**config.mk**
```make
export PLATFORM = sky130hd
export DESIGN_NAME = nec_ir_frame_decoder_top_flat
export DESIGN_NICKNAME = d
export VERILOG_FILES = /design/src/design/nir_pkg.sv /design/src/design/nir_evt_if.sv /design/src/design/nir_res_if.sv /design/src/design/nec_ir_frame_decoder_top.sv /design/src/flat_wrapper.sv
export VERILOG_INCLUDE_DIRS = /design/src /design/src/design
export SDC_FILE = /design/constraint.sdc
export NUM_CORES = 1
export LEC_CHECK = 0
export ABC_AREA = 1
export BUFFER_PORTS_ARGS = -buffer_cell sky130_fd_sc_hd__buf_2
export CAP_MARGIN = 20
export CORE_MARGIN = 2
export CORE_UTILIZATION = 28
export DETAILED_ROUTE_END_ITERATION = 6
export PLACE_DENSITY_LB_ADDON = 0.15
export RECOVER_POWER = 100
export SLEW_MARGIN = 20
export SYNTH_ARGS = -nofsm -noshare
export SYNTH_HDL_FRONTEND = slang
export SYNTH_SLANG_ARGS = --single-unit
```
**constraint.sdc**
```tcl
create_clock -name clk -period 2.2 [get_ports clk]
set_input_delay 0.11 -clock clk [delete_from_list [all_inputs] [get_ports clk]]
set_output_delay 0.11 -clock clk [all_outputs]
set_load 0.05 [all_outputs]
```
**src/design/nec_ir_frame_decoder_top_defines.svh**
```systemverilog
// ----------------------------------------------------------------------------
// NEC IR frame decoder assertion macros
// Shared concurrent assertion shorthands, clocked on clk, reset by arst_n.
// ----------------------------------------------------------------------------
`ifndef NEC_IR_FRAME_DECODER_TOP_DEFINES_SVH
`define NEC_IR_FRAME_DECODER_TOP_DEFINES_SVH

`ifndef ASSERT_OFF
// same-cycle implication
`define NIR_ASSERT_IMP(lbl, ante, cons) \
	lbl: assert property (@(posedge clk) disable iff (!arst_n) (ante) |-> (cons)) \
		else $error("nir assertion failed");
// next-cycle implication
`define NIR_ASSERT_NXT(lbl, ante, cons) \
	lbl: assert property (@(posedge clk) disable iff (!arst_n) (ante) |=> (cons)) \
		else $error("nir assertion failed");
`else
`define NIR_ASSERT_IMP(lbl, ante, cons)
`define NIR_ASSERT_NXT(lbl, ante, cons)
`endif

`endif

```
**src/design/nir_pkg.sv**
```systemverilog
`timescale 1ns / 1ps
// ----------------------------------------------------------------------------
// NEC IR frame decoder package
// Field widths, status codes, phase encoding and interval windows.
// ----------------------------------------------------------------------------
package nir_pkg;

	localparam int unsigned IntervalW = 16;
	localparam int unsigned StatusW   = 2;
	localparam int unsigned CodeW     = 8;
	localparam int unsigned BitCntW   = 5;

	typedef logic [IntervalW-1:0] interval_t;
	typedef logic [StatusW-1:0]   status_t;
	typedef logic [CodeW-1:0]     code_t;
	typedef logic [BitCntW-1:0]   bit_cnt_t;

	localparam status_t ST_NONE  = 2'd0;
	localparam status_t ST_DONE  = 2'd1;
	localparam status_t ST_ABORT = 2'd2;

	localparam logic CMD_EDGE    = 1'b0;
	localparam logic CMD_TIMEOUT = 1'b1;

	typedef enum logic [4:0] {
		PH_IDLE     = 5'b00001,
		PH_LEADER   = 5'b00010,
		PH_SPACE    = 5'b00100,
		PH_PULSE    = 5'b01000,
		PH_BITSPACE = 5'b10000
	} phase_t;

	// windows, inclusive, in 2 us ticks
	localparam interval_t LEADER_LO = 16'd4250;
	localparam interval_t LEADER_HI = 16'd4750;
	localparam interval_t SPACE_LO  = 16'd2000;
	localparam interval_t SPACE_HI  = 16'd2500;
	localparam interval_t PULSE_LO  = 16'd200;
	localparam interval_t PULSE_HI  = 16'd350;
	localparam interval_t BSPACE_LO = 16'd200;
	localparam interval_t BSPACE_HI = 16'd900;
	localparam interval_t ONE_MIN   = 16'd500;

	// first kept cell and last cell
	localparam bit_cnt_t FIRST_KEPT = 5'd24;
	localparam bit_cnt_t LAST_CELL  = 5'd31;

endpackage

```
**src/design/nir_evt_if.sv**
```systemverilog
`timescale 1ns / 1ps
// ----------------------------------------------------------------------------
// NEC IR event channel
// Valid/ready channel carrying one edge or timeout event per beat.
// ----------------------------------------------------------------------------
interface nir_evt_if
	import nir_pkg::*;
();
	logic      valid;
	logic      ready;
	logic      cmd;
	interval_t interval;

	modport source (output valid, output cmd, output interval, input ready);
	modport sink   (input valid, input cmd, input interval, output ready);
endinterface

```
**src/design/nir_res_if.sv**
```systemverilog
`timescale 1ns / 1ps
// ----------------------------------------------------------------------------
// NEC IR result channel
// Valid/ready channel carrying one status/code result per beat.
// ----------------------------------------------------------------------------
interface nir_res_if
	import nir_pkg::*;
();
	logic    valid;
	logic    ready;
	status_t status;
	code_t   code;

	modport source (output valid, output status, output code, input ready);
	modport sink   (input valid, input status, input code, output ready);
endinterface

```
**src/design/nec_ir_frame_decoder_top.sv**
```systemverilog
// A result beat is presented in the cycle after its event beat is taken.
// Throughput: one event per cycle; the output register stalls intake only
// while a held result is not taken.
// Reset: arst_n clears phase, bit count and the output valid; the decoder
// starts idle.
`timescale 1ns / 1ps
// ----------------------------------------------------------------------------
// NEC IR frame decoder
// Checks leader, space and 32 bit cells of an NEC frame from edge intervals
// and reports the last eight bits or an abort, one result per event.
// ----------------------------------------------------------------------------
`include "nec_ir_frame_decoder_top_defines.svh"

module nec_ir_frame_decoder_top
	import nir_pkg::*;
(
	input  logic          clk,
	input  logic          arst_n,
	nir_evt_if.sink       evt,
	nir_res_if.source     res
);

	phase_t   phase_q, phase_nxt;
	bit_cnt_t bit_cnt_q, bit_cnt_nxt;
	code_t    code_shift_q, code_shift_nxt;

	logic     res_vld_q;
	status_t  res_status_q;
	code_t    res_code_q;

	status_t  status_nxt;
	code_t    code_nxt;
	logic     evt_acc;
	logic     is_one;

	assign evt.ready = !res_vld_q || res.ready;
	assign evt_acc   = evt.valid && evt.ready;
	assign is_one    = evt.interval > ONE_MIN;

	always_comb begin
		phase_nxt      = phase_q;
		bit_cnt_nxt    = bit_cnt_q;
		code_shift_nxt = code_shift_q;
		status_nxt     = ST_NONE;
		code_nxt       = '0;
		case (phase_q)
			PH_LEADER: begin
				if (evt.cmd == CMD_TIMEOUT) status_nxt = ST_ABORT;
				else if (evt.interval >= LEADER_LO && evt.interval <= LEADER_HI)
					phase_nxt = PH_SPACE;
				else status_nxt = ST_ABORT;
			end
			PH_SPACE: begin
				if (evt.cmd == CMD_TIMEOUT) status_nxt = ST_ABORT;
				else if (evt.interval >= SPACE_LO && evt.interval <= SPACE_HI)
					phase_nxt = PH_PULSE;
				else status_nxt = ST_ABORT;
			end
			PH_PULSE: begin
				if (evt.cmd == CMD_TIMEOUT) status_nxt = ST_ABORT;
				else if (evt.interval >= PULSE_LO && evt.interval <= PULSE_HI)
					phase_nxt = PH_BITSPACE;
				else status_nxt = ST_ABORT;
			end
			PH_BITSPACE: begin
				if (evt.cmd == CMD_TIMEOUT) status_nxt = ST_ABORT;
				else if (evt.interval < BSPACE_LO || evt.interval > BSPACE_HI)
					status_nxt = ST_ABORT;
				else begin
					// cells 24..31 land MSB first
					if (bit_cnt_q >= FIRST_KEPT)
						code_shift_nxt[~bit_cnt_q[2:0]] = is_one;
					if (bit_cnt_q == LAST_CELL) begin
						status_nxt  = ST_DONE;
						code_nxt    = code_shift_nxt;
						phase_nxt   = PH_IDLE;
						bit_cnt_nxt = '0;
					end else begin
						bit_cnt_nxt = bit_cnt_q + 5'd1;
						phase_nxt   = PH_PULSE;
					end
				end
			end
			default: begin
				phase_nxt = PH_IDLE;
				if (evt.cmd == CMD_EDGE) begin
					phase_nxt   = PH_LEADER;
					bit_cnt_nxt = '0;
				end
			end
		endcase
		if (status_nxt == ST_ABORT) begin
			phase_nxt   = PH_IDLE;
			bit_cnt_nxt = '0;
		end
	end

	always_ff @(posedge clk or negedge arst_n) begin
		if (!arst_n) begin
			phase_q   <= PH_IDLE;
			bit_cnt_q <= '0;
		end else if (evt_acc) begin
			phase_q   <= phase_nxt;
			bit_cnt_q <= bit_cnt_nxt;
		end
	end

	always_ff @(posedge clk) begin
		if (evt_acc) begin
			code_shift_q <= code_shift_nxt;
			res_status_q <= status_nxt;
			res_code_q   <= code_nxt;
		end
	end

	always_ff @(posedge clk or negedge arst_n) begin
		if (!arst_n) begin
			res_vld_q <= 1'b0;
		end else if (evt_acc) begin
			res_vld_q <= 1'b1;
		end else if (res.ready) begin
			res_vld_q <= 1'b0;
		end
	end

	assign res.valid  = res_vld_q;
	assign res.status = res_status_q;
	assign res.code   = res_code_q;

	`NIR_ASSERT_NXT(a_evt_gives_res, evt_acc, res_vld_q)
	`NIR_ASSERT_NXT(a_idle_no_status, evt_acc && phase_q == PH_IDLE,
		res_status_q == ST_NONE)
	`NIR_ASSERT_NXT(a_timeout_aborts,
		evt_acc && evt.cmd == CMD_TIMEOUT && phase_q != PH_IDLE,
		phase_q == PH_IDLE && res_status_q == ST_ABORT)
	`NIR_ASSERT_IMP(a_status_legal, res_vld_q,
		res_status_q == ST_NONE || res_status_q == ST_DONE || res_status_q == ST_ABORT)
	`NIR_ASSERT_NXT(a_done_from_bitspace,
		evt_acc && status_nxt == ST_DONE,
		phase_q == PH_IDLE && bit_cnt_q == '0)

endmodule

```
**src/flat_wrapper.sv**
```systemverilog
// flat-port wrapper written by rule: the top's interface ports become plain ports
module nec_ir_frame_decoder_top_flat import nir_pkg::*;
  (clk, arst_n, evt_valid, evt_cmd, evt_interval, evt_ready, res_valid, res_status, res_code, res_ready);
  nir_evt_if evt_i ();
  nir_res_if res_i ();
  input  logic clk;
  input  logic arst_n;
  input wire logic [$bits(evt_i.valid)-1:0] evt_valid;
  input wire logic [$bits(evt_i.cmd)-1:0] evt_cmd;
  input wire logic [$bits(evt_i.interval)-1:0] evt_interval;
  output wire logic [$bits(evt_i.ready)-1:0] evt_ready;
  output wire logic [$bits(res_i.valid)-1:0] res_valid;
  output wire logic [$bits(res_i.status)-1:0] res_status;
  output wire logic [$bits(res_i.code)-1:0] res_code;
  input wire logic [$bits(res_i.ready)-1:0] res_ready;
  assign evt_i.valid = evt_valid;
  assign evt_i.cmd = evt_cmd;
  assign evt_i.interval = evt_interval;
  assign evt_ready = evt_i.ready;
  assign res_valid = res_i.valid;
  assign res_status = res_i.status;
  assign res_code = res_i.code;
  assign res_i.ready = res_ready;
  nec_ir_frame_decoder_top u_core (.clk(clk), .arst_n(arst_n), .evt(evt_i), .res(res_i));
endmodule
```
==> flow_metrics.py, run 1 <==
metrics = {
    "outcome": {
        "outcome": "finished clean",
    },
    "timing": {
        "max_freq_mhz": 533,
        "rsz0062_at_grt": "false",
        "min_period_over_period_pct": 85.3,
        "max_slew_margin_pct": 58.6,
        "worst_pin_slew_ns": 0.620,
        "tns_ns": 0,
        "timing.final.crit_period_ns": 1.88,
        "hold_viol_final": 0,
        "skew_ns": 0.00629,
        "setup_violations": 0,
        "drv_slew": 0,
    },
    "cts": {
        "cts_buffers": 5,
        "clock-sinks": 29,
        "cts_htree_levels": 2,
        "postCtsSetupBuffers": 0,
        "tritoncts": "yes",
        "path_clk_slew_ns": 0.06,
        "clock-root-buffer": "clkbuf_8",
        "clk_latency_ns": 0.28,
        "clockBufferDepth": 2,
    },
    "die": {
        "die_y_um": 88.1,
        "start_util_pct": 29.0,
        "rows": 30,
        "die_w_um": 88.1,
        "core_area_sq_mm": 0.00683,
        "io_pins": 33,
        "dieArea_sq_mm": 0.00776,
    },
    "grt": {
        "grt_pass1_wl_mm": 7.76,
        "grt.overflow.total": 0,
        "antenna_found_initial": 0,
        "grt_use_total_pct": 13.1,
        "grt_pass1_vias": 1667,
        "grt_max_degree": 12,
    },
    "synthesis": {
        "synth_edf_count": 18,
        "syn-cell-area_sq_mm": 0.00198,
        "syn-num-nets": 283,
        "async_flop_share_pct": 37.9,
        "seq_area_frac_synth_pct": 41.3,
        "synthTopCellsByArea": "edfxtp_1, dfrtp_1, nand2_1, nor2_1, nand3_1",
        "yosys.cell_types.count": 32,
        "yosys.area.top_type": "edfxtp_1",
        "syn_avg_cell_area_sq_um": 7.64,
        "ys.flop_type": "edfxtp_1",
        "syn_inst": 259,
        "synth-seq-cells": 29,
        "yosys.area.top_type_share_pct": 27.3,
        "ys_warn_count": 0,
    },
    "drt": {
        "initialDrtViolationCount": 56,
        "antenna_left": 0,
        "detail_route.wl_per_cell_um": 11.6,
        "first_pass_iters": 4,
        "wirelength_mm": 4.60,
        "drc": 0,
        "viasPerCell": 4.30,
        "vias": 1708,
    },
    "final_layout": {
        "post-route-util_pct": 34.0,
        "layout-drive-gt1-share_pct": 18.3,
        "final_common_cell": "nand2_1",
        "syn2layout_area_growth_pct": 17.3,
        "fin_nets": 324,
        "n_antenna_cell": 0,
        "most-common-layout-cells": "nand2_1, nor2_1, inv_1",
    },
    "setup_path": {
        "crit_type": "flop to flop",
        "cp-end-kind": "flop",
        "startpoint_type": "flop",
        "cpMostUsedCell": "nor2_1",
        "worst_ep_arrival_time_ns": 1.85,
        "crit_path_top_delay_cell": "dfrtp_1",
        "crit_path_max_fanout": 8,
        "cpPeakStageDelay_ns": 0.43,
        "cp.required_ns": 2.17,
        "path_cells": "nor2_1 -> nand3_1 -> nor2_1 -> clkinv_1 -> nor2_1 -> clkbuf_2",
    },
    "place": {
        "gp_congestion": 0.876,
        "hpwl_mm": 3.53,
        "io_buffers": 32,
    },
    "min_path": {
        "hold_path.class": "input pin to flop",
    },
    "job": {
        "maxCapViolCount": 0,
    },
    "pwr": {
        "ir_drop_uv": 246,
        "p_leak_nw": 1.01,
        "power_density_mw_per_mm2": 664,
    },
}
[state kept, by name, indices dropped and copies added (netlist names)]
name,flops
u_core.bit_cnt_q,5
u_core.code_shift_q,8
u_core.phase_q,5
u_core.res.code,8
u_core.res.status,2
u_core.res.valid,1
[where the power goes]
| group | internal [mW] | total, mW | leakage [nW] | switching, mW |
|---|---|---|---|---|
| logic | 0.122 | 0.447 | 0.652 | 0.325 |
| registers | 0.634 | 0.672 | 0.317 | 0.0375 |
| clock network | 0.212 | 0.421 | 0.0430 | 0.209 |
| total | 0.969 | 1.54 | 1.01 | 0.571 |
[worst max-delay path: cells and delay by family, from the launching register on]
kind	cells	cell delay [ns]
buffers and inverters	2	0.35
and+or+nand+nor	4	0.78
DFF	1	0.43
[area by class of cell]
| class | instances | area, sq um |
|---|---|---|
| Clock buffer | 5 | 68.8 |
| Tap cell | 96 | 120 |
| Sequential cell | 29 | 817 |
| Timing Repair Buffer | 36 | 170 |
| Fill cell | 772 | 4510 |
| Multi-Input combinational cell | 189 | 986 |
| Inverter | 39 | 146 |
| Clock inverter | 3 | 12.5 |
[cells in the mapped netlist, types with 4 or more instances]
library cell  number
nor3_1             7
mux2i_1            8
nand3_1           23
nor2_1            44
a21oi_1            4
nand2_1           64
edfxtp_1          18
nor2_2             5
dfrtp_1           10
o21ai_1            6
inv_1             30
nand2_4            4
nand2_2            4
inv_2              8
[kinds of logic (layout without fill, tap and decap cells)]
group,count (synthesis),count (layout),share of synthesized area (%)
simple gates,159,159,37.9
flops,29,29,41.3
mux,8,8,4.05
fa+ha+maj,3,3,1.90
xor+xnor,2,2,0.885
buf+inv,41,83,8.15
compound gates,17,17,5.82
[metrics by stage]
| stage | power [mW] | worst slack [ns] | area [sq um] | cells | hold WS [ns] |
|---|---|---|---|---|---|
| after floorplan | 1.03 | 0.184 | 1980 | 259 | -0.186 |
| after global placement | 1.15 | 0.413 | 2270 | 388 | -0.00520 |
| after detailed placement | 1.15 | 0.418 | 2270 | 388 | -0.00180 |
| after CTS | 1.59 | 0.389 | 2360 | 397 | 0.0804 |
| after global routing | 1.65 | 0.0937 | 2320 | 397 | 0.137 |
| final | 1.54 | 0.324 | 2320 | 397 | 0.114 |
[path summary, 6_finish.rpt]
| path | startpoint | to | slack, ns | cells past startpoint |
|---|---|---|---|---|
| max | u_core.phase_q[2] | u_core.code_shift_q[3] | 0.32 | 6 |
| min | res_ready | u_core.res.valid | 0.11 | 4 |
| max reg2reg | u_core.phase_q[2] | u_core.code_shift_q[3] | 0.32 | 6 |
| min reg2reg | u_core.phase_q[0] | u_core.phase_q[0] | 0.51 | 2 |
| max in group asynchronous | arst_n | u_core.bit_cnt_q[2] | 1.45 | 2 |
| min in group asynchronous | arst_n | u_core.phase_q[3] | 0.35 | 2 |
[timing repair]
| action | CTS | global route |
|---|---|---|
| hold endpoints to repair | 11 | 0 |
| gates resized for setup | 0 | 0 |
| hold buffers | 1 | 0 |
[metal layers]
metal | share of wire (%) | track usage, %
met1 | 52 | 17.7
met2 | 42 | 19.6
met3 | 3.2 | 3.49
met4 | 2.6 | 6.20
met5 | 0 | 0
Note: power is estimated with default switching activity, not from simulation.
==> inputs of run 2 (changes only) <==
- ABC_AREA: 1 -> not set
==> run 2 against run 1 <==
Net effect: largest power group unchanged; flip-flop and latch count did not move; die area down 9.8%; routed wire length is 5.9% lower; largest cell class unchanged; final cell count fell by 23%; worst setup slack worse by 0.22 ns; synthesized cell count fell by 29%; critical path depth stayed put; cell area down 6.8%; clock skew shrank 0.0017 ns; via count decreased by 10%; sequential share of layout area increased by 2.6 points.
==> flow_metrics.py, run 2 <==
metrics = {
    "drt": {
        "initialDrtViolationCount": 77,
        "detail_route.wl_per_cell_um": 14.1,
        "vias": 1536,
        "drc": 0,
        "antenna_left": 0,
        "wirelength_mm": 4.33,
        "viasPerCell": 5.00,
        "first_pass_iters": 4,
    },
    "job": {
        "maxCapViolCount": 0,
    },
    "cts": {
        "cts_buffers": 5,
        "tritoncts": "yes",
        "cts_resized": 0,
        "path_clk_slew_ns": 0.06,
        "clockBufferDepth": 2,
        "hold_buffers": 1,
        "clock-root-buffer": "clkbuf_8",
        "clk_latency_ns": 0.27,
        "clock-sinks": 29,
        "postCtsSetupBuffers": 0,
        "cts_htree_levels": 2,
    },
    "final_layout": {
        "post-route-util_pct": 34.6,
        "most-common-layout-cells": "clkbuf_1, buf_2, nand2_1, edfxtp_1, nor2_1",
        "fin_nets": 253,
        "syn2layout_area_growth_pct": 21.7,
        "fillers": 671,
        "multi_input_area_sq_um": 890,
        "ff_latch_area_sq_um": 817,
        "layout-drive-gt1-share_pct": 20.9,
        "n_antenna_cell": 0,
    },
    "grt": {
        "grt_use_total_pct": 12.9,
        "antenna_found_initial": 0,
        "grt_pass1_vias": 1509,
        "grt_pass1_wl_mm": 7.41,
        "grt.overflow.total": 0,
        "grt_max_degree": 14,
    },
    "pwr": {
        "total_power_mw": 1.34,
        "ir_drop_uv": 331,
        "p_leak_nw": 0.855,
        "power_density_mw_per_mm2": 619,
    },
    "die": {
        "core_area_sq_mm": 0.00624,
        "io_pins": 33,
        "die_y_um": 83.7,
        "die_w_um": 83.7,
        "dieArea_sq_mm": 0.00700,
        "start_util_pct": 28.5,
        "rows": 29,
    },
    "timing": {
        "max_freq_mhz": 478,
        "drv_slew": 0,
        "max_slew_margin_pct": 55.7,
        "hold_viol_final": 0,
        "timing.final.crit_period_ns": 2.09,
        "rsz0062_at_grt": "false",
        "worst_pin_slew_ns": 0.665,
        "setup_violations": 0,
        "min_period_over_period_pct": 95.1,
        "skew_ns": 0.00463,
    },
    "place": {
        "hpwl_mm": 3.23,
        "gp_congestion": 0.801,
        "io_buffers": 32,
    },
    "setup_path": {
        "startpoint": "evt_interval[15]",
        "path_cells": "buf_2 -> or4_4 -> or4_1 -> or2_1 -> mux2_1 -> and3_1",
        "crit_path_max_fanout": 8,
        "cp.required_ns": 2.23,
        "cpPeakStageDelay_ns": 0.53,
        "worst-r2r-setup-slack_ns": 0.19,
        "worst_ep_arrival_time_ns": 2.12,
        "startpoint_type": "input pin",
        "reg2reg_depth": 6,
        "critical_path.endpoint": "u_core.res.code[3]",
        "cp-end-kind": "flop",
        "r2r-start": "u_core.phase_q[3]",
        "crit_type": "input pin to flop",
        "crit_path_top_delay_cell": "or4_4",
        "r2r_end": "u_core.bit_cnt_q[3]",
    },
    "synthesis": {
        "synth-seq-cells": 29,
        "synth_compound_gate_area_share_pct": 15.9,
        "yosys.area.top_type": "edfxtp_1",
        "seq_area_frac_synth_pct": 46.0,
        "syn_avg_cell_area_sq_um": 9.66,
        "synth_edf_count": 18,
        "muxShareOfSynthArea_pct": 5.07,
        "synth_fa_ha_area_share_pct": 2.11,
        "syn-cell-area_sq_mm": 0.00178,
        "synthTopCellsByArea": "edfxtp_1, dfrtp_1, mux2_2, and3_1, nand2_1",
        "synth-simple-area-share_pct": 26.1,
        "yosys.cell_types.count": 49,
        "ys.flop_type": "edfxtp_1",
        "synth_common_cells": "edfxtp_1, nand2_1, nor2_1",
        "async_flop_share_pct": 37.9,
        "syn_inst": 184,
        "yosys.area.top_type_share_pct": 30.4,
        "syn-num-nets": 208,
        "synth_xor_area_share_pct": 0.986,
        "ys_warn_count": 0,
        "synth_top_family_by_area": "simple AND/OR/NAND/NOR gates",
    },
    "min_path": {
        "hold_path.class": "input pin to flop",
    },
    "outcome": {
        "outcome": "finished clean",
    },
}
[run 2: cell count changes after synthesis, sizes merged, moves of 3 or more]
cell / delta
o31ai: +5
nor2: -34
nand3: -17
nand2: -54
clkbuf: +8
mux2i: -8
inv: -29
nand2b: +5
and3: +12
or4: +3
mux2: +8
[run 2: critical path: cells and delay by family]
kind / cells / cell delay (ns)
buf+inv: 1 / 0.10
simple gates: 4 / 1.54
mux: 1 / 0.37
[run 2: stage by stage]
step	setup TNS, ns	worst slack (ns)	cell area, sq um	cells	hold WS [ns]
floorplan	0	0.103	1780	184	-0.186
finish	0	0.108	2160	307	0.0481
CTS	0	0.143	2200	307	0.0351
detailed placement	-1.79	-0.166	2110	298	0.00109
global placement	-1.11	-0.104	2110	298	0.00445
global route	0	0.00884	2160	307	0.0620
[run 2: cells by family (layout without fill, tap and decap cells)]
family,count (synthesis),after routing
adders and majority gates,3,3
and+or+nand+nor,84,84
AOI/OAI and AO/OA,40,40
buffers and inverters,18,64
xor gates and xnor gates,2,2
muxes,8,8
DFF,29,29
[run 2: where the power goes]
part	leakage [nW]	total [mW]	internal, mW	switching (mW)
Sequential	0.314	0.652	0.618	0.0335
Combinational	0.501	0.273	0.0972	0.176
Clock	0.0395	0.414	0.224	0.190
[run 2: worst min-delay path by stage]
stage | from | end | slack (ns) | cells past startpoint
floorplan | arst_n | u_core.bit_cnt_q[0] | -0.19 | 0
global placement | arst_n | u_core.phase_q[3] | 0.004 | 1
CTS | evt_valid | u_core.res.valid | 0.04 | 2
detailed placement | arst_n | u_core.res.valid | 0.001 | 1
finish | evt_valid | u_core.res.valid | 0.05 | 2
global route | evt_valid | u_core.res.valid | 0.06 | 2
[run 2: area by class of cell]
cell class,instances,area share (%)
sequential,29,37.8
tap,77,4.46
inverter,9,1.56
multi-input combinational,137,41.1
clock buffer,8,3.70
timing repair buffer,47,11.3
[run 2: metal layers]
layer | track usage, % | share of wire [%] | up-vias
met5 | 0 | 0 | -
li1 | - | - | 779
met4 | 3.08 | 0.78 | 0
met3 | 2.18 | 3.3 | 4
met1 | 19.0 | 50 | 724
met2 | 19.8 | 46 | 29
==> inputs of run 3 (changes only) <==
- CELL_PAD_IN_SITES_DETAIL_PLACEMENT: not set -> 1
- CELL_PAD_IN_SITES_GLOBAL_PLACEMENT: not set -> 1
==> run 3 against run 2 <==
Net effect: sequential share of layout area shrank 0.22 points; worst setup slack got worse by 0.0042 ns; sequential power rose by 1%; via count rose by 1.0%; largest power group unchanged; combinational power down 2%; final cell count is 0.33% higher; utilization rose by 0.20 points; first-iteration DRC count rose by 12%; critical path depth unchanged; hold slack lost 0.0072 ns; largest cell class unchanged.
==> flow_metrics.py, run 3 (same netlist as run 2, synthesis figures left out) <==
metrics = {
    "outcome": {
        "outcome": "finished clean",
    },
    "die": {
        "die_y_um": 83.7,
        "rows": 29,
        "die_w_um": 83.7,
        "core_area_sq_mm": 0.00624,
        "dieArea_sq_mm": 0.00700,
        "io_pins": 33,
        "start_util_pct": 28.5,
    },
    "drt": {
        "wl_met1_mm": 2.40,
        "vias": 1552,
        "wirelength_mm": 4.57,
        "viasPerCell": 5.04,
        "antenna_left": 0,
        "drc": 0,
        "initialDrtViolationCount": 86,
        "first_pass_iters": 4,
        "detail_route.wl_per_cell_um": 14.9,
        "met2_length_mm": 2.03,
        "top_layer": "met4",
        "route.met3.wl_um": 135,
    },
    "grt": {
        "grt_pass1_vias": 1651,
        "grt_pass1_wl_mm": 7.98,
        "grt_use_total_pct": 13.9,
        "grt.overflow.total": 0,
        "antenna_found_initial": 0,
        "grt_max_degree": 15,
    },
    "setup_path": {
        "cp-end-kind": "flop",
        "worst-r2r-setup-slack_ns": 0.14,
        "crit_type": "input pin to flop",
        "cp.required_ns": 2.23,
        "startpoint_type": "input pin",
        "worst_ep_arrival_time_ns": 2.13,
        "crit_path_max_fanout": 8,
    },
    "cts": {
        "clk_latency_ns": 0.27,
        "clock-sinks": 29,
        "cts_htree_levels": 2,
        "cts_buffers": 5,
        "tritoncts": "yes",
        "clock-root-buffer": "clkbuf_8",
        "path_clk_slew_ns": 0.06,
        "clockBufferDepth": 2,
    },
    "place": {
        "io_buffers": 32,
        "hpwl_mm": 3.42,
        "pre_cts_ws_ns": -0.111,
        "gp_congestion": 0.744,
        "placed_area_sq_mm": 0.00211,
    },
    "timing": {
        "max_freq_mhz": 477,
        "worst_pin_slew_ns": 0.626,
        "drv_slew": 0,
        "max_slew_margin_pct": 58.2,
        "whs_ns": 0.0409,
        "setup_violations": 0,
        "setup_ws_ns": 0.103,
        "hold_viol_final": 0,
        "tns_ns": 0,
        "rsz0062_at_grt": "false",
        "min_period_over_period_pct": 95.3,
        "skew_ns": 0.00586,
        "timing.final.crit_period_ns": 2.10,
    },
    "final_layout": {
        "ff_latch_area_sq_um": 817,
        "layout-drive-gt1-share_pct": 22.9,
        "fin_nets": 254,
        "final_area_sq_mm": 0.00217,
        "fillers": 750,
        "most-common-layout-cells": "buf_2, nand2_1, edfxtp_1",
        "syn2layout_area_growth_pct": 22.4,
        "multi_input_area_sq_um": 893,
        "n_antenna_cell": 0,
        "final_common_cell": "buf_2",
    },
    "min_path": {
        "hold_path.class": "input pin to flop",
    },
    "job": {
        "maxCapViolCount": 0,
    },
    "pwr": {
        "p_leak_nw": 0.867,
        "power_density_mw_per_mm2": 613,
        "total_power_mw": 1.33,
        "ir_drop_uv": 286,
    },
}
[run 3: cell types whose count changed in the layout (fill, tap and decap cells not counted), moves of 2 or more]
cell / previous run / this run
mux2_2: 5 / 7
clkinv_1: 0 / 2
mux2_1: 3 / 1
clkbuf_1: 19 / 16
or2_0: 0 / 2
[run 3: area by class of cell]
class,count,share of cell area (%)
Multi-Input combinational cell,137,41.1
Tap cell,77,4.43
Timing Repair Buffer,48,11.6
Clock inverter,3,0.575
Sequential cell,29,37.6
Clock buffer,5,3.16
Inverter,9,1.55
[run 3: stage by stage]
step	util (%)	instances
5_1_grt	34.8	308
3_3_place_gp	33.9	299
4_1_cts	35.3	308
3_5_place_dp	33.9	299
6_report	34.8	308
2_1_floorplan	-	184
[run 3: worst paths after layout]
kind / to / startpoint / cells past startpoint
max: u_core.res.code[7] / evt_interval[15] / 6
min: u_core.res.valid / evt_valid / 2
max reg2reg: u_core.bit_cnt_q[3] / u_core.phase_q[1] / 6
min reg2reg: u_core.res.valid / u_core.res.valid / 2
max in group asynchronous: u_core.bit_cnt_q[2] / arst_n / 2
min in group asynchronous: u_core.phase_q[3] / arst_n / 2
[run 3: routing by layer]
metal | global-route usage, % | vias to the layer above
li1 | - | 774
met1 | 19.9 | 750
met2 | 22.0 | 26
met3 | 2.97 | 2
met4 | 2.64 | 0
met5 | 0 | -
[run 3: critical path, stage by stage]
cell and delay, ns:
buf_2 0.10, or4_4 0.53, or4_1 0.45, or2_0 0.38, mux2_1 0.37, and3_1 0.18
[run 3: what timing repair did]
| item | in CTS | in global routing |
|---|---|---|
| hold buffers | 1 | 0 |
| resized for setup | 0 | 1 |
| endpoints found under the hold margin | 11 | 0 |
| setup buffers | 0 | 0 |
| endpoints found under the setup margin | 0 | 2 |
[run 3: report_power, final]
| group | switching (mW) | internal (mW) |
|---|---|---|
| registers | 0.0408 | 0.618 |
| logic | 0.172 | 0.0947 |
| clock network | 0.196 | 0.212 |
| total | 0.408 | 0.925 |
